**src/rtl/pdt_pkg.sv**
```systemverilog
// ----------------------------------------------------------------------------
// pdt_pkg: shared types and constants of the packed-decimal text converter
// Holds the job record passed from the byte front end to the text back end,
// the digit store write command, register indexes and character codes.
// ----------------------------------------------------------------------------
package pdt_pkg;

  // Digit capacity of one field
  localparam int MAX_DIGITS_DEF = 31;
  localparam int DIGIT_DEPTH    = 32;
  localparam int BANK_DEPTH     = DIGIT_DEPTH / 2;
  localparam int BANK_AW        = $clog2(BANK_DEPTH);

  // Configuration register indexes
  localparam logic [1:0] CFG_INTEGER_DIGITS  = 2'd0;
  localparam logic [1:0] CFG_FRACTION_DIGITS = 2'd1;
  localparam logic [1:0] CFG_SIGNED_FIELD    = 2'd2;

  // Character codes
  localparam logic [7:0] CHAR_MINUS = 8'h2d;
  localparam logic [7:0] CHAR_PLUS  = 8'h2b;
  localparam logic [7:0] CHAR_POINT = 8'h2e;
  localparam logic [3:0] NIB_NEG    = 4'hd;

  // One finished field waiting for text output
  typedef struct packed {
    logic       bank;
    logic       sgn;
    logic       neg;
    logic [4:0] intd;
    logic [4:0] frac;
    logic [4:0] total;
  } job_t;

  // Digit store write command: one even and one odd digit per beat
  typedef struct packed {
    logic               bank;
    logic               ev_en;
    logic [BANK_AW-1:0] ev_addr;
    logic [3:0]         ev_data;
    logic               od_en;
    logic [BANK_AW-1:0] od_addr;
    logic [3:0]         od_data;
  } dwr_t;

endpackage

```
**src/rtl/pdt_front.sv**
```systemverilog
// ----------------------------------------------------------------------------
// pdt_front: byte intake of the packed-decimal text converter
// Holds the configuration registers, counts bytes of the field, splits each
// byte into digit writes and, on the field's last byte, queues a text job.
// ----------------------------------------------------------------------------
module pdt_front #(
  parameter int MAX_DIGITS = pdt_pkg::MAX_DIGITS_DEF
) (
  input  logic             clk,
  input  logic             rst_n,
  input  logic             cfg_we,
  input  logic [1:0]       cfg_index,
  input  logic [4:0]       cfg_wdata,
  input  logic             in_tvalid,
  output logic             in_tready,
  input  logic [7:0]       in_tdata,
  input  logic             q_full,
  output logic             q_push,
  output pdt_pkg::job_t    q_job,
  output pdt_pkg::dwr_t    dwr
);
  import pdt_pkg::*;

  localparam logic [5:0] MaxD = 6'(MAX_DIGITS);

  logic [4:0] int_r, frac_r;
  logic       sgn_r;
  logic [4:0] bc_r;
  logic       wr_bank_r;

  logic [5:0] sum;
  logic [4:0] total, fr, intd, len;
  logic       pad, is_last, accept;
  logic [5:0] pos, hi_idx, lo_idx;
  logic       hi_en, lo_en;
  logic [3:0] hi_nib, lo_nib;

  // Field geometry from the current registers
  always_comb begin
    sum     = {1'b0, int_r} + {1'b0, frac_r};
    total   = (sum > MaxD) ? MaxD[4:0] : sum[4:0];
    fr      = (frac_r > total) ? total : frac_r;
    intd    = total - fr;
    len     = {1'b0, total[4:1]} + 5'd1;
    pad     = ~total[0];
    is_last = ({1'b0, bc_r} + 6'd1) >= {1'b0, len};
  end

  assign accept    = in_tvalid & in_tready;
  assign in_tready = ~q_full;
  assign hi_nib    = in_tdata[7:4];
  assign lo_nib    = in_tdata[3:0];

  // Digit positions of the two nibbles
  always_comb begin
    pos = {bc_r, 1'b0};
    if (is_last) begin
      hi_idx = {1'b0, total} - 6'd1;
      lo_idx = '0;
      hi_en  = (total != 5'd0);
      lo_en  = 1'b0;
    end else begin
      hi_idx = pos - {5'd0, pad};
      lo_idx = pos + 6'd1 - {5'd0, pad};
      hi_en  = !(pad && (pos == 6'd0)) && (hi_idx < {1'b0, total});
      lo_en  = lo_idx < {1'b0, total};
    end
  end

  // Steer the nibbles to the even and odd banks
  always_comb begin
    dwr.bank    = wr_bank_r;
    dwr.ev_en   = 1'b0;
    dwr.ev_addr = '0;
    dwr.ev_data = '0;
    dwr.od_en   = 1'b0;
    dwr.od_addr = '0;
    dwr.od_data = '0;
    if (hi_en) begin
      if (hi_idx[0]) begin
        dwr.od_en   = accept;
        dwr.od_addr = hi_idx[BANK_AW:1];
        dwr.od_data = hi_nib;
      end else begin
        dwr.ev_en   = accept;
        dwr.ev_addr = hi_idx[BANK_AW:1];
        dwr.ev_data = hi_nib;
      end
    end
    if (lo_en) begin
      if (lo_idx[0]) begin
        dwr.od_en   = accept;
        dwr.od_addr = lo_idx[BANK_AW:1];
        dwr.od_data = lo_nib;
      end else begin
        dwr.ev_en   = accept;
        dwr.ev_addr = lo_idx[BANK_AW:1];
        dwr.ev_data = lo_nib;
      end
    end
  end

  // Job for the back end; an unsigned empty field gives no text
  assign q_push      = accept && is_last && (sgn_r || (total != 5'd0));
  assign q_job.bank  = wr_bank_r;
  assign q_job.sgn   = sgn_r;
  assign q_job.neg   = (lo_nib == NIB_NEG);
  assign q_job.intd  = intd;
  assign q_job.frac  = fr;
  assign q_job.total = total;

  // Configuration registers
  always_ff @(posedge clk) begin
    if (!rst_n) begin
      int_r  <= 5'd1;
      frac_r <= 5'd0;
      sgn_r  <= 1'b0;
    end else if (cfg_we) begin
      case (cfg_index)
        CFG_INTEGER_DIGITS:  int_r  <= cfg_wdata;
        CFG_FRACTION_DIGITS: frac_r <= cfg_wdata;
        CFG_SIGNED_FIELD:    sgn_r  <= cfg_wdata[0];
        default: ;
      endcase
    end
  end

  // Byte count and digit bank selection
  always_ff @(posedge clk) begin
    if (!rst_n) begin
      bc_r      <= '0;
      wr_bank_r <= 1'b0;
    end else if (accept) begin
      bc_r <= is_last ? 5'd0 : bc_r + 5'd1;
      if (q_push) begin
        wr_bank_r <= ~wr_bank_r;
      end
    end
  end

endmodule

```
**src/rtl/pdt_jobq.sv**
```systemverilog
// ----------------------------------------------------------------------------
// pdt_jobq: two-entry job queue
// Decouples byte intake from text output; the head stays until the back end
// has registered the field's last character for output.
// ----------------------------------------------------------------------------
module pdt_jobq (
  input  logic          clk,
  input  logic          rst_n,
  input  logic          push,
  input  pdt_pkg::job_t push_job,
  input  logic          pop,
  output logic          full,
  output logic          head_valid,
  output pdt_pkg::job_t head
);
  import pdt_pkg::*;

  job_t       mem_r [0:1];
  logic       wp_r, rp_r;
  logic [1:0] cnt_r;

  assign full       = (cnt_r == 2'd2);
  assign head_valid = (cnt_r != 2'd0);
  assign head       = mem_r[rp_r];

  // Entry storage
  always_ff @(posedge clk) begin
    if (push) begin
      mem_r[wp_r] <= push_job;
    end
  end

  // Pointers and fill count
  always_ff @(posedge clk) begin
    if (!rst_n) begin
      wp_r  <= 1'b0;
      rp_r  <= 1'b0;
      cnt_r <= '0;
    end else begin
      if (push) wp_r <= ~wp_r;
      if (pop)  rp_r <= ~rp_r;
      cnt_r <= cnt_r + {1'b0, push} - {1'b0, pop};
    end
  end

  a_no_push_full: assert property (@(posedge clk) disable iff (!rst_n)
    push |-> (cnt_r != 2'd2 || pop))
    else $error("job pushed into full queue");

  a_no_pop_empty: assert property (@(posedge clk) disable iff (!rst_n)
    pop |-> cnt_r != 2'd0)
    else $error("job popped from empty queue");

endmodule

```
**src/rtl/pdt_back.sv**
```systemverilog
// ----------------------------------------------------------------------------
// pdt_back: text emitter
// Holds the two-bank digit store and walks one job at a time through sign,
// integer digits, point and fraction digits, one character per beat.
// ----------------------------------------------------------------------------
module pdt_back (
  input  logic          clk,
  input  logic          rst_n,
  input  pdt_pkg::dwr_t dwr,
  input  logic          q_valid,
  input  pdt_pkg::job_t job,
  output logic          q_pop,
  output logic          out_tvalid,
  input  logic          out_tready,
  output logic [7:0]    out_tdata,
  output logic          out_tlast
);
  import pdt_pkg::*;

  typedef enum logic [2:0] {ST_IDLE, ST_SIGN, ST_INT, ST_DOT, ST_FRAC} state_t;

  // Even and odd digit banks, two buffers each
  logic [3:0] ev_mem [0:1][0:BANK_DEPTH-1];
  logic [3:0] od_mem [0:1][0:BANK_DEPTH-1];

  state_t     state_r, state_nxt, first;
  logic [4:0] k_r, k_nxt;
  logic [4:0] rd_k;
  logic [5:0] k_inc;
  logic [3:0] digit_r;
  logic [7:0] ch;
  logic       last, step;
  logic       out_valid_r, out_last_r;
  logic [7:0] out_char_r;

  function automatic logic [7:0] hex_char(input logic [3:0] nib);
    return (nib < 4'd10) ? {4'h3, nib} : (8'h57 + {4'h0, nib});
  endfunction

  assign k_inc = {1'b0, k_r} + 6'd1;
  assign step  = (state_r != ST_IDLE) && (!out_valid_r || out_tready);
  assign q_pop = step && last;

  // Digit index the sequencer works on in the next cycle
  always_comb begin
    if (state_r == ST_IDLE) begin
      rd_k = '0;
    end else if (step) begin
      rd_k = k_nxt;
    end else begin
      rd_k = k_r;
    end
  end

  // Digit writes from the front end; digit read one index ahead
  always_ff @(posedge clk) begin
    if (dwr.ev_en) ev_mem[dwr.bank][dwr.ev_addr] <= dwr.ev_data;
    if (dwr.od_en) od_mem[dwr.bank][dwr.od_addr] <= dwr.od_data;
    digit_r <= rd_k[0] ? od_mem[job.bank][rd_k[BANK_AW:1]]
                       : ev_mem[job.bank][rd_k[BANK_AW:1]];
  end

  // First section of a new job
  always_comb begin
    if (job.sgn)                first = ST_SIGN;
    else if (job.intd != 5'd0)  first = ST_INT;
    else                        first = ST_DOT;
  end

  // Character and next section
  always_comb begin
    ch        = CHAR_POINT;
    last      = 1'b0;
    state_nxt = ST_IDLE;
    k_nxt     = k_r;
    case (state_r)
      ST_SIGN: begin
        ch = job.neg ? CHAR_MINUS : CHAR_PLUS;
        if (job.intd != 5'd0) begin
          state_nxt = ST_INT;
          k_nxt     = '0;
        end else if (job.frac != 5'd0) begin
          state_nxt = ST_DOT;
        end else begin
          last = 1'b1;
        end
      end
      ST_INT: begin
        ch = hex_char(digit_r);
        if (k_inc < {1'b0, job.intd}) begin
          state_nxt = ST_INT;
          k_nxt     = k_inc[4:0];
        end else if (job.frac != 5'd0) begin
          state_nxt = ST_DOT;
        end else begin
          last = 1'b1;
        end
      end
      ST_DOT: begin
        ch        = CHAR_POINT;
        state_nxt = ST_FRAC;
        k_nxt     = job.intd;
      end
      ST_FRAC: begin
        ch = hex_char(digit_r);
        if (k_inc < {1'b0, job.total}) begin
          state_nxt = ST_FRAC;
          k_nxt     = k_inc[4:0];
        end else begin
          last = 1'b1;
        end
      end
      default: begin
        state_nxt = ST_IDLE;
      end
    endcase
  end

  // Sequencer and output register
  always_ff @(posedge clk) begin
    if (!rst_n) begin
      state_r     <= ST_IDLE;
      k_r         <= '0;
      out_valid_r <= 1'b0;
      out_last_r  <= 1'b0;
      out_char_r  <= '0;
    end else begin
      if (state_r == ST_IDLE) begin
        if (q_valid) begin
          state_r <= first;
          k_r     <= '0;
        end
      end else if (step) begin
        state_r <= state_nxt;
        k_r     <= k_nxt;
      end
      if (step) begin
        out_valid_r <= 1'b1;
        out_char_r  <= ch;
        out_last_r  <= last;
      end else if (out_tready) begin
        out_valid_r <= 1'b0;
      end
    end
  end

  assign out_tvalid = out_valid_r;
  assign out_tdata  = out_char_r;
  assign out_tlast  = out_last_r;

  a_job_present: assert property (@(posedge clk) disable iff (!rst_n)
    (state_r != ST_IDLE) |-> q_valid)
    else $error("emitter running without a job");

  a_int_in_range: assert property (@(posedge clk) disable iff (!rst_n)
    (state_r == ST_INT) |-> (k_r < job.intd))
    else $error("integer digit index out of range");

  a_dot_has_frac: assert property (@(posedge clk) disable iff (!rst_n)
    (state_r == ST_DOT) |-> (job.frac != 5'd0))
    else $error("point emitted without fraction digits");

endmodule

```
**src/rtl/packed_decimal_to_text_top.sv**
```systemverilog
// ----------------------------------------------------------------------------
// packed_decimal_to_text_top: packed-decimal (COMP-3) field to display text
// Takes field bytes and emits the sign, hex digits and point as ASCII.
// ----------------------------------------------------------------------------
// Bytes of a field are taken one per cycle while the job queue is not full,
// high nibble first; the field is (integer_digits + fraction_digits)/2 + 1
// bytes long, the digit total capped at MAX_DIGITS. Nothing comes out until
// the field's last byte; then its text follows at one character per cycle
// while the output is ready. The digit store holds two fields, so bytes of
// the next field stream in while the previous text is sent; input stalls
// only when both buffers hold fields still being sent. An unsigned field of
// zero digits produces no text. No clearing pass is needed after reset.
// Configuration is written between fields while the block is idle, a duty
// of the user, as the block itself has no check for it.
// ----------------------------------------------------------------------------
module packed_decimal_to_text_top #(
  parameter int MAX_DIGITS = pdt_pkg::MAX_DIGITS_DEF
) (
  input  logic       clk,
  input  logic       rst_n,
  input  logic       cfg_we,
  input  logic [1:0] cfg_index,
  input  logic [4:0] cfg_wdata,
  input  logic       in_tvalid,
  output logic       in_tready,
  input  logic [7:0] in_tdata,   // [7:0] data_byte
  output logic       out_tvalid,
  input  logic       out_tready,
  output logic [7:0] out_tdata,  // [7:0] text_char
  output logic       out_tlast   // end_of_text
);
  import pdt_pkg::*;

  logic q_full, q_push, q_pop, q_valid;
  job_t q_job, head;
  dwr_t dwr;

  pdt_front #(.MAX_DIGITS(MAX_DIGITS)) u_front (
    .clk       (clk),
    .rst_n     (rst_n),
    .cfg_we    (cfg_we),
    .cfg_index (cfg_index),
    .cfg_wdata (cfg_wdata),
    .in_tvalid (in_tvalid),
    .in_tready (in_tready),
    .in_tdata  (in_tdata),
    .q_full    (q_full),
    .q_push    (q_push),
    .q_job     (q_job),
    .dwr       (dwr)
  );

  pdt_jobq u_jobq (
    .clk        (clk),
    .rst_n      (rst_n),
    .push       (q_push),
    .push_job   (q_job),
    .pop        (q_pop),
    .full       (q_full),
    .head_valid (q_valid),
    .head       (head)
  );

  pdt_back u_back (
    .clk        (clk),
    .rst_n      (rst_n),
    .dwr        (dwr),
    .q_valid    (q_valid),
    .job        (head),
    .q_pop      (q_pop),
    .out_tvalid (out_tvalid),
    .out_tready (out_tready),
    .out_tdata  (out_tdata),
    .out_tlast  (out_tlast)
  );

endmodule

```
**config.mk**
```make
export PLATFORM = sky130hd
export DESIGN_NAME = packed_decimal_to_text_top
export DESIGN_NICKNAME = d
export VERILOG_FILES = /design/src/rtl/pdt_pkg.sv /design/src/rtl/pdt_front.sv /design/src/rtl/pdt_jobq.sv /design/src/rtl/pdt_back.sv /design/src/rtl/packed_decimal_to_text_top.sv
export SDC_FILE = /design/constraint.sdc
export NUM_CORES = 1
export LEC_CHECK = 0
export CAP_MARGIN = 20
export CORE_UTILIZATION = 61
export DETAILED_ROUTE_END_ITERATION = 10
export DONT_BUFFER_PORTS = 1
export GPL_TIMING_DRIVEN = 0
export PLACE_DENSITY = 0.81
export SETUP_SLACK_MARGIN = 0.2
export SYNTH_ARGS = -nofsm -noshare
export SYNTH_HDL_FRONTEND = slang
export SYNTH_SLANG_ARGS = --single-unit
```
**constraint.sdc**
```tcl
create_clock -name clk -period 7.13 [get_ports clk]
set_input_delay 0.3565 -clock clk [delete_from_list [all_inputs] [get_ports clk]]
set_output_delay 0.3565 -clock clk [all_outputs]
set_load 0.02 [all_outputs]
```
Yosys cells after proc, flatten, opt, wreduce, memory -nomap -nowiden. Memory sizes are Yosys's and may differ from the RTL's. A register that Yosys moved wholly into a read port is not among the register bits. Index checks and enable logic that the tools add are counted.

Add/sub/neg operators: 13. $lt $le $gt $ge: 13. Eq/ne operators: 9. Mux-type cells: 60. Bitwise logic cells: 9. Reduce and logical (&&, ||, !) cells: 28.

Operators by type and width (count): $mux W64 (2); $mux W5 (12); $mux W18 (2); $mux W9 (4); $bmux W4 S4 (2); $demux W4 S4 (2); $mux W4 (7); $lt A6 B5 Y1 (4); $mux W3 (8); $pmux W5 S4 (1); $pmux W8 S2 (1); $ge A5 B5 Y1 const B (3); $mux W1 (15); $not A4 Y5 (3); $reduce_bool A5 Y1 (3); $add A5 B1 Y6 const B (2); $pmux W3 S4 (1); $sub A6 B1 Y6 (2); $lt A5 B1 Y1 const B (2); $reduce_and A2 Y1 (5); $add A7 B4 Y8 const A (1); $logic_and A1 B1 Y1 (8); $mux W8 (1); $add A5 B5 Y6 (1); 30 further kinds (40).

Register bits: 43. Memory bits (writable): 292. Bits of input ports: 20. Output and inout port bits: 11. Logic and storage cells: 149. Memories: 3.

Memory list: u_back.ev_mem (words 2, width 64, read ports 1, clocked after memory_dff 0, wr ports 1, RTL line pdt_back.sv:23) `logic [3:0] ev_mem [0:1][0:BANK_DEPTH-1];`; u_back.od_mem (words 2, width 64, read ports 1, clocked after memory_dff 0, wr ports 1, RTL line pdt_back.sv:24) `logic [3:0] od_mem [0:1][0:BANK_DEPTH-1];`; u_jobq.mem_r (words 2, width 18, read ports 1, clocked after memory_dff 1, wr ports 1, RTL line pdt_jobq.sv:18) `job_t mem_r [0:1];`.

Longest topological paths before layout. Gate-level depths: netlist (run 1).

Word-level depth: 17. Depth in mapped cells: 26. Depth with buffers taken out: 25.

Hierarchy. Synthesis (run 1) repeated with hierarchy kept, for this count alone.

Cells, all modules: 1212. Area, all modules: 15927.8 um^2.

Modules (own cells, without submodules): pdt_back (times used 1, cells an instance 832, area each 11903.9 um^2, seq. area each 8107.8 um^2); pdt_front (times used 1, cells an instance 303, area each 2443.6 um^2, seq. area each 340.3 um^2); pdt_jobq (times used 1, cells an instance 77, area each 1580.3 um^2, seq. area each 1181.1 um^2).

Worst setup path after synthesis (run 1). No wires, ideal clock.

Path kind: register to register. Start: reg u_front.frac_r[1]. End: mem u_back.ev_mem[0][32] (netlist name) (enable). Setup time: 0.377 ns. Arrival time: 4.579 ns. Data required time: 6.753 ns. Path slack: 2.174 ns. Cell stages (with the launch flop): 18. Buffers on the path: 2. Clock period less this slack: 4.956 ns. Cell sequence: dfxtp_1 > ha_1 > a21o_1 > a21o_1 > a21o_4 > a21boi_4 > buf_1 > ha_1 > nand2_1 > xnor2_1 > ha_1 > or3_1 > o22a_1 > or3_4 > o22a_1 > mux2_2 > buf_6 > nor4_1.

Word-level cells in the longest chain between the ends: 17. Elaborated cells between the ends (all ways): 31. Classes of those cells: 5 x add/sub; 6 x order compare; 13 x mux; 2 x bitwise; 5 x reduce/logical.

Ends and longest elaborated chain: start: declaration (RTL line pdt_front.sv:26) `logic [4:0] int_r, frac_r;`; start signal: assignment (RTL line pdt_front.sv:121) `CFG_FRACTION_DIGITS: frac_r <= cfg_wdata;`; $add A5 B5 Y6 (*) (RTL line pdt_front.sv:40) `sum = {1'b0, int_r} + {1'b0, frac_r};`; $gt A6 B5 Y1 (RTL line pdt_front.sv:41) `total = (sum > MaxD) ? MaxD[4:0] : sum[4:0];`; $mux W5 (*) (RTL line pdt_front.sv:41); $not A1 Y1 (RTL line pdt_front.sv:45) `pad = ~total[0];`; $sub A6 B1 Y6 / $logic_and A1 B1 Y1 (equally long branches) (RTL line pdt_front.sv:63, pdt_front.sv:65); $lt A6 B5 Y1 / $logic_not A1 Y1 (equally long branches) (RTL line pdt_front.sv:65) `hi_en = !(pad && (pos == 6'd0)) && (hi_idx < {1'b0, total});`; $logic_and A1 B1 Y1 (RTL line pdt_front.sv:65); $mux W1 (RTL line pdt_front.sv:57) `if (is_last) begin`; $mux W18 (RTL line pdt_front.sv:79) `if (hi_en) begin`; $mux W9 (RTL line pdt_front.sv:91) `if (lo_idx[0]) begin`; $mux W18 (*) (RTL line pdt_front.sv:90) `if (lo_en) begin`; $not A4 Y5 (not written as such) (RTL line pdt_back.sv:57) `if (dwr.ev_en) ev_mem[dwr.bank][dwr.ev_addr] <= dwr.ev_data;`; $ge A5 B5 Y1 (not written as such) / $lt A5 B1 Y1 (equally long branches) (RTL line pdt_back.sv:57); $logic_and A1 B1 Y1 (not written as such) (RTL line pdt_back.sv:57); $mux W4 (not written as such) (RTL line pdt_back.sv:57); $demux W4 S4 (RTL line pdt_back.sv:57); $mux W64 (not written as such) (*) (RTL line pdt_back.sv:57); end: declaration (RTL line pdt_back.sv:23).

Mark *: on every way between the ends. The rest lies on a longest branch, timed or not.

Worst setup path in the final report (run 1).
Start: reg u_front.frac_r[1]. End: mem u_back.od_mem[0][43] (netlist name) (enable).

Word-level cells in the longest chain between the ends: 17. Elaborated cells between the ends (all ways): 31. Classes of those cells: 5 x add/sub; 6 x order compare; 13 x mux; 2 x bitwise; 5 x reduce/logical.

Ends and longest elaborated chain: $add A5 B5 Y6 (*) (RTL line pdt_front.sv:40); $gt A6 B5 Y1 (RTL line pdt_front.sv:41); $mux W5 (*) (RTL line pdt_front.sv:41); $not A1 Y1 (RTL line pdt_front.sv:45); $sub A6 B1 Y6 / $logic_and A1 B1 Y1 (equally long branches) (RTL line pdt_front.sv:63, pdt_front.sv:65); $lt A6 B5 Y1 / $logic_not A1 Y1 (equally long branches) (RTL line pdt_front.sv:65); $logic_and A1 B1 Y1 (RTL line pdt_front.sv:65); $mux W1 (RTL line pdt_front.sv:57); $mux W18 (RTL line pdt_front.sv:79); $mux W9 (RTL line pdt_front.sv:91); $mux W18 (*) (RTL line pdt_front.sv:90); $not A4 Y5 (not written as such) (RTL line pdt_back.sv:58) `if (dwr.od_en) od_mem[dwr.bank][dwr.od_addr] <= dwr.od_data;`; $ge A5 B5 Y1 (not written as such) / $lt A5 B1 Y1 (equally long branches) (RTL line pdt_back.sv:58); $logic_and A1 B1 Y1 (not written as such) (RTL line pdt_back.sv:58); $mux W4 (not written as such) (RTL line pdt_back.sv:58); $demux W4 S4 (RTL line pdt_back.sv:58); $mux W64 (not written as such) (*) (RTL line pdt_back.sv:58); end: declaration (RTL line pdt_back.sv:24).

Marks and branches as above.

==> results of run 1 <==
==> synthesized netlist by cell type (4+ instances only) <==
| cell type | n | share of area |
|---|---|---|
| mux2_2 | 13 | 0.0093 |
| a21oi_1 | 27 | 0.0086 |
| nor4_1 | 34 | 0.013 |
| nor2b_1 | 20 | 0.0079 |
| nor3b_1 | 5 | 0.0024 |
| o21a_1 | 6 | 0.0029 |
| xnor2_1 | 22 | 0.012 |
| or3_1 | 8 | 0.0032 |
| inv_1 | 36 | 0.0086 |
| edfxtp_1 | 292 | 0.56 |
| o22ai_1 | 7 | 0.0028 |
| buf_8 | 5 | 0.0048 |
| dfxtp_1 | 43 | 0.055 |
| a21boi_0 | 11 | 0.0052 |
| o21bai_1 | 4 | 0.0019 |
| xor2_1 | 9 | 0.0050 |
| mux2i_1 | 22 | 0.014 |
| nor4b_1 | 25 | 0.014 |
| nor2_1 | 30 | 0.0071 |
| nand2b_1 | 4 | 0.0016 |
| buf_2 | 20 | 0.0063 |
| o21ai_0 | 20 | 0.0063 |
| nand4_1 | 4 | 0.0016 |
| o211ai_1 | 9 | 0.0043 |
| nor3_1 | 18 | 0.0057 |
| a21o_1 | 6 | 0.0029 |
| ha_1 | 44 | 0.035 |
| and3_1 | 8 | 0.0032 |
| nand2_1 | 47 | 0.011 |
| a22o_1 | 20 | 0.011 |
| mux4_2 | 62 | 0.089 |
| a211oi_1 | 11 | 0.0052 |
| o21ai_1 | 5 | 0.0016 |
| a22oi_1 | 15 | 0.0071 |
| nand3_1 | 11 | 0.0035 |
| a31oi_1 | 6 | 0.0024 |
| o2111ai_1 | 4 | 0.0022 |
| clkbuf_1 | 22 | 0.0052 |
| and2_1 | 19 | 0.0075 |
==> worst register-to-register path, stage by stage, from the launching register on <==
cell      delay [ns]
dfxtp_1         0.33
ha_1            0.31
a21o_1          0.17
a21o_1          0.23
a21o_4          0.27
a21boi_4        0.25
buf_1           0.51
ha_1            0.31
nand2_1         0.08
xnor2_1         0.18
ha_1            0.22
or3_1           0.37
o22a_1          0.21
or3_4           0.39
o22a_1          0.25
o21ai_1         0.53
clkbuf_1        0.45
nor4b_1         0.94
==> metal layers <==
metal | GRT usage | wire length [um]
met5 | 0 | 0
met4 | 0.0956 | 1220
met3 | 0.0535 | 3180
met2 | 0.473 | 18300
met1 | 0.369 | 14200
==> area by class of cell <==
cell class	instances	area, sq um	share of cell area
tap	330	413	0.0234
clock buffer	42	955	0.0542
multi-input combinational	621	5690	0.323
sequential	335	9630	0.547
inverter	39	146	0.00831
buffer	53	310	0.0176
timing repair buffer	14	194	0.0110
clock inverter	17	275	0.0156
==> through the flow <==
| step | area, sq um | cells | util | setup slack, ns |
|---|---|---|---|---|
| 2_1_floorplan | 15800 | 1048 | - | 2.17 |
| 3_5_place_dp | 16200 | 1378 | 0.641 | 0.884 |
| 3_3_place_gp | 16200 | 1378 | 0.641 | 1.09 |
| 6_report | 17600 | 1451 | 0.698 | 0.761 |
| 5_1_grt | 17600 | 1451 | 0.698 | 0.522 |
| 4_1_cts | 17400 | 1439 | 0.691 | 0.858 |
==> registers in the layout, summed over array words and instances, names as in the netlist, 4 cells and up, named ones only <==
name	cells
u_front.frac_r	5
u_front.int_r	5
u_back.out_tdata	7
u_back.k_r	5
u_jobq.mem_r	36
u_back.digit_r	4
u_back.od_mem	128
u_back.ev_mem	128
u_front.bc_r	5
==> kinds of logic (layout without fill, tap and decap cells) <==
group	Yosys count	after routing	share of synthesized area
muxes	100	100	0.115
DFF	335	335	0.610
buffers and inverters	92	165	0.0289
AOI/OAI and AO/OA	189	189	0.0945
adders and majority gates	46	46	0.0374
xor gates and xnor gates	31	31	0.0172
and+or+nand+nor	254	254	0.0961
other	1	1	0.000238
==> power groups by stage <==
stage,logic [mW],registers (mW),clock network [mW]
CTS,1.30,2.46,1.95
global placement,1.24,2.49,0
detailed placement,1.28,2.50,0
floorplan,0.933,2.47,0
finish,1.37,2.45,1.95
global route,1.47,2.46,2.02
==> how the worst max path moves through the flow <==
stage | end | depth (start not counted) | slack (ns) | start
after floorplan | u_back.ev_mem[0][32] | 17 | 2.17 | u_front.frac_r[1]
after global placement | u_back.od_mem[1][48] | 17 | 1.09 | u_front.frac_r[1]
final | u_back.od_mem[0][43] | 17 | 0.76 | u_front.frac_r[1]
after CTS | u_back.od_mem[0][59] | 19 | 0.86 | u_front.frac_r[0]
after detailed placement | u_back.od_mem[0][57] | 19 | 0.88 | u_front.frac_r[0]
after global routing | u_back.od_mem[0][43] | 19 | 0.52 | u_front.frac_r[0]
==> what timing repair did <==
item | in CTS | in global routing
setup endpoints to repair | 0 | 0
hold buffers | 2 | 0
endpoints found under the hold margin | 2 | 0
==> out/results.tsv, run 1 <==
stage	metric	value	unit
yosys	FFs w/ async S/R, synth	0	
clock_network	CTS Buf Count	35	
global_route	GRT Total Usage	0.281	
timing	hold slack	0.00566	ns
placement	PortBufs	0	
setup_path	slowest cell on the critical path	nor4b_1	
clock_network	Max Buffers Root-to-Sink	3	
pwr	Comb pwr share	0.238	
timing	Setup Skew	0.0213	ns
cells_and_area	Area Overhead vs Synth	11.7	%
pwr	clock power share	0.338	
placement	hpwl dp	24.7	mm
pwr	sequential share of power	0.424	
timing	final period utilization	0.893	
yosys	Post-Syn Area per Cell	15.1	sq um
global_route	first-pass GRT wire length	55.0	mm
setup_path	Worst EP required	7.28	ns
status	status	completed	
yosys	syn_nets	1114	
floorplan	Die Area	0.0265	sq mm
timing	RSZ-0062 raised after global routing	false	
setup_path	worst r2r src	u_front.frac_r[1]	
cells_and_area	Nets	1165	
yosys	Syn Inst Count	1048	
routing	routed wire length	36.9	mm
yosys	Yosys Warn Count	0	
clock_network	Root Driver	clkbuf_16	
yosys	Synth Register Bits	335	
yosys	number of synthesized flops with an enable pin	292	
routing	TritonRoute pass-1 iters	5	
routing	residual DRC count	0	
run	max_cap viols	0	
routing	via/cell ratio	6.77	
floorplan	row cnt	58	
cells_and_area	commonest non-fill, non-tap cells in the layout	edfxtp_1 (292), mux4_2 (62), nand2_1 (47), ha_1 (44), dfxtp_1 (43)	
floorplan	Core ar.	0.0253	sq mm
hold_path	hold endpoint	u_front.frac_r[0]	
routing	vias	9817	
timing	Max Fclk	0.157	GHz
setup_path	kind of critical path	reg2reg	
setup_path	worst reg2reg path depth	17	
timing	slew at the pin with the worst max-slew slack	1.12	ns
yosys	Netlist cell types	89	
setup_path	Cell Chain, Critical Path	ha_1 -> a21o_1 -> a21o_1 -> a21o_4 -> a21boi_4 -> buf_1 -> ha_1 -> nand2_1 -> xnor2_1 -> ha_1 -> or3_1 -> o22a_1 -> or3_4 -> o22a_1 -> o21ai_1 -> clkbuf_1 -> nor4b_1	
clock_network	clk sinks	335	
setup_path	register-to-register path setup slack	0.76	ns
timing	final-report hold violation count	0	
timing	Slew headroom	0.244	
timing	Final Max Tran Viols	0	
pwr	total power	5.78	mW
setup_path	Crit Path Max Fanout	11	
routing	routed length per instance	25.4	um
clock_network	CTS tree	built	
clock_network	post_cts resized	0	
hold_path	hold depth	2	
cells_and_area	commonest non-fill, non-tap cell in the layout	edfxtp_1	
placement	RePlAce Congestion	0.903	
cells_and_area	Diodes inserted	0	
clock_network	post-CTS setup buffer count	0	
yosys	Synth Cell Area	0.0158	sq mm
routing	Final ANT Viol Nets	0	
timing	post-route minimum period	6.37	ns
setup_path	Crit path largest cell delay	0.94	ns
setup_path	Top cell by count, worst path	ha_1	
clock_network	htree depth	2	
floorplan	Die Ht	163	um
hold_path	hold_sp	cfg_wdata[0]	
pwr	Sw Share	0.295	
pwr	PD cells	328	mW/mm^2
setup_path	CP bufs+invs	2	
timing	setup_tns	0	ns
timing	Final setup viols	0	
pwr	Leak	5.88	nW
hold_path	Hold WC Path Type	in2reg	
global_route	vias in the first global route	9557	
clock_network	Clock transition at path regs	0.06	ns
clock_network	clk_lat worst skew	0.53	ns
setup_path	Critical Path AT	6.52	ns
pwr	Psw	1.70	mW
cells_and_area	# fillers	1575	
floorplan	I/O Pins	31	
global_route	antenna violations before repair	0	
floorplan	Initial Util	0.625	
pwr	Internal	4.08	mW
setup_path	worst reg2reg endpoint	u_back.od_mem[0][43]	
routing	Initial DRC Count	1047	
pwr	peak supply drop	0.373	mV
cells_and_area	layout cell share with drive strength beyond 1	0.185	
setup_path	Setup crit end kind	flop	
floorplan	Die W	163	um
yosys	ys flop type	edfxtp_1	
global_route	gr ovfl total	0	
setup_path	CP Launch Type	flop	
global_route	largest net degree at the start of global routing	33	
setup_path	CP delay by family, top	compound AO/OA/AOI/OAI gates	
yosys	sequential fraction of the synthesis area	0.610	
No activity file was read; power rests on OpenSTA's default activity.
==> run 2, diff against run 1 <==
--- a/config.mk
+++ b/config.mk
@@ -6,6 +6,7 @@
 export NUM_CORES = 1
 export LEC_CHECK = 0
 export CAP_MARGIN = 20
+export CORE_ASPECT_RATIO = 1.1
 export CORE_UTILIZATION = 61
 export DETAILED_ROUTE_END_ITERATION = 10
 export DONT_BUFFER_PORTS = 1
==> run 2 against run 1 <==
Effect of this change: flip-flop and latch count did not move; highest routed layer unchanged; register-to-register slack got worse by 0.04 ns; cell area is 0.37% lower; maximum frequency shrank 0.67%; sequential share of layout area rose by 0.20 points.
==> out/results.tsv, run 2 (synthesis results as in run 1) <==
stage	metric	value	unit	change
pwr	sequential share of power	0.433		+0.009
global_route	met2 usage	0.462		-0.0110
pwr	Comb pwr share	0.241		+0.003
clock_network	Hold-fix buffers, CTS	1		-1
pwr	Psw	1.70	mW	-0.27%
timing	RSZ-0062 raised after global routing	false		
timing	Final setup viols	0		unchanged
cells_and_area	Finished Core Util	0.693		-0.00491
floorplan	I/O Pins	31		unchanged
routing	via/cell ratio	6.64		-1.8%
timing	slew at the pin with the worst max-slew slack	1.14	ns	+0.0235 ns
cells_and_area	commonest non-fill, non-tap cells in the layout	edfxtp_1 (292), mux4_2 (62), nand2_1 (47), ha_1 (44), dfxtp_1 (43)		
pwr	PD cells	323	mW/mm^2	-1.6%
hold_path	Hold WC Path Type	in2reg		
cells_and_area	Nets	1164		-0.086%
timing	final-report hold violation count	0		unchanged
setup_path	Setup crit end kind	flop		
floorplan	Die Area	0.0265	sq mm	about the same
setup_path	kind of critical path	reg2reg		
setup_path	Crit Path Max Fanout	11		unchanged
cells_and_area	layout cell share with drive strength beyond 1	0.186		+0.00178
global_route	M3 GR Usage	0.0393		-0.0142
timing	hold slack	0.0148	ns	+0.00912 ns
pwr	Leak	5.86	nW	-0.46%
global_route	vias in the first global route	9451		-1.1%
pwr	peak supply drop	0.199	mV	-47%
routing	routed wire length	36.3	mm	-1.8%
timing	Slew headroom	0.228		-0.0159
floorplan	Die Ht	171	um	+4.8%
floorplan	Die W	155	um	-4.6%
cells_and_area	post-route insts no fill	1467		+1.1%
placement	PortBufs	0		unchanged
clock_network	htree depth	2		unchanged
pwr	clock power share	0.326		-0.012
routing	Final ANT Viol Nets	0		unchanged
run	max_cap viols	0		unchanged
clock_network	Root Driver	clkbuf_16		
clock_network	CTS tree	built		
setup_path	CP Launch Type	flop		
global_route	first-pass GRT wire length	54.7	mm	-0.56%
clock_network	clk_lat worst skew	0.53	ns	about the same
placement	RePlAce Congestion	0.892		-1.2%
floorplan	row cnt	61		+5.2%
cells_and_area	commonest non-fill, non-tap cell in the layout	edfxtp_1		
clock_network	clk sinks	335		unchanged
status	status	completed		
setup_path	Worst EP required	7.27	ns	about the same
cells_and_area	Diodes inserted	0		unchanged
routing	Initial DRC Count	1125		+7.4%
global_route	GRT Total Usage	0.277		-0.00441
clock_network	post_cts resized	0		unchanged
routing	residual DRC count	0		unchanged
global_route	gr busiest metal	met2		
routing	vias	9742		-0.76%
clock_network	Max Buffers Root-to-Sink	3		unchanged
clock_network	CTS Buf Count	34		-2.9%
global_route	largest net degree at the start of global routing	33		unchanged
setup_path	Critical Path AT	6.55	ns	+0.03 ns
routing	TritonRoute pass-1 iters	5		unchanged
placement	Post-Place Cells	1394		+1.2%
floorplan	Initial Util	0.623		-0.00210
cells_and_area	# fillers	1674		+6.3%
timing	final period utilization	0.899		+0.00604
timing	post-route minimum period	6.41	ns	+0.0431 ns
placement	hpwl dp	23.9	mm	-3.4%
timing	Max Fclk	0.156	GHz	-0.67%
global_route	antenna violations before repair	0		unchanged
pwr	total power	5.67	mW	-1.9%
pwr	Sw Share	0.300		+0.00504
cells_and_area	Area Overhead vs Synth	11.2	%	
timing	Setup Skew	0.0277	ns	+0.00640 ns
routing	routed length per instance	24.7	um	-2.9%
timing	setup_tns	0	ns	unchanged
global_route	gr ovfl total	0		unchanged
floorplan	Core ar.	0.0253	sq mm	+0.34%
timing	Final Max Tran Viols	0		unchanged
clock_network	Clock transition at path regs	0.06	ns	about the same
pwr	Internal	3.97	mW	-2.6%
cells_and_area	top flop regs	u_back.ev_mem (128), u_back.od_mem (128), u_jobq.mem_r (36)		
clock_network	post-CTS setup buffer count	0		unchanged
global_route	GR met1 Demand/Resource	0.370		+0.00111
-- run 2: cell types whose count changed in the layout (fill, tap and decap cells not counted) --
| cell | previous run | this run |
|---|---|---|
| buf_2 | 20 | 22 |
| clkinv_1 | 2 | 3 |
| clkbuf_16 | 38 | 36 |
| dlygate4sd3_1 | 2 | 1 |
| clkbuf_1 | 26 | 24 |
| clkbuf_8 | 1 | 2 |
| buf_8 | 7 | 8 |
| bufinv_16 | 7 | 5 |
| clkbuf_2 | 5 | 4 |
| clkinv_4 | 1 | 0 |
| buf_6 | 4 | 3 |
| clkinv_2 | 2 | 7 |
-- run 2: metrics by stage --
stage          cell area [sq um]  setup WS [ns]
6_report                   17600          0.718
5_1_grt                    17600          0.532
4_1_cts                    17400          0.865
3_5_place_dp               16200          0.946
3_3_place_gp               16200           1.08
2_1_floorplan              15800           2.17
-- run 2: path summary, 6_finish.rpt --
check,from,to,slack [ns],cells after the start
min,cfg_wdata[1],u_front.int_r[1],0.01,2
max,u_front.frac_r[1],u_back.od_mem[1][49],0.72,17
max reg2reg,u_front.frac_r[1],u_back.od_mem[1][49],0.72,17
min reg2reg,u_front.int_r[3],u_front.int_r[3],0.53,2
-- run 2: metal layers --
layer,vias up,routed length (um)
met2,496,18000
met1,4861,14400
li1,4292,-
met3,93,2560
met4,0,1220
met5,-,0
-- run 2: critical path, cell delays in order (launching register included) --
cell and delay, ns:
dfxtp_1 0.33, ha_1 0.29, a21o_1 0.18, a21o_1 0.23, a21o_4 0.27, a21boi_4 0.25, buf_1 0.54, ha_1 0.31
nand2_1 0.08, xnor2_1 0.18, ha_1 0.22, or3_1 0.37, o22a_1 0.20, or3_4 0.39, o22a_1 0.25, o21ai_1 0.55
clkbuf_1 0.44, nor4b_1 0.97
-- run 2: layout make-up --
cell class	instances	area [sq um]	share of cell area
timing repair buffer	14	193	0.0110
buffer	53	310	0.0177
inverter	39	146	0.00834
clock buffer	39	911	0.0519
multi-input combinational	621	5690	0.324
tap	346	433	0.0247
clock inverter	20	235	0.0134
sequential	335	9630	0.549
-- run 2: power groups by stage --
stage          Sequential (mW)  Clock (mW)  Combinational [mW]
2_1_floorplan             2.47           0               0.933
3_3_place_gp              2.49           0                1.24
3_5_place_dp              2.50           0                1.28
4_1_cts                   2.46        1.85                1.30
5_1_grt                   2.46        1.93                1.46
6_report                  2.46        1.85                1.37
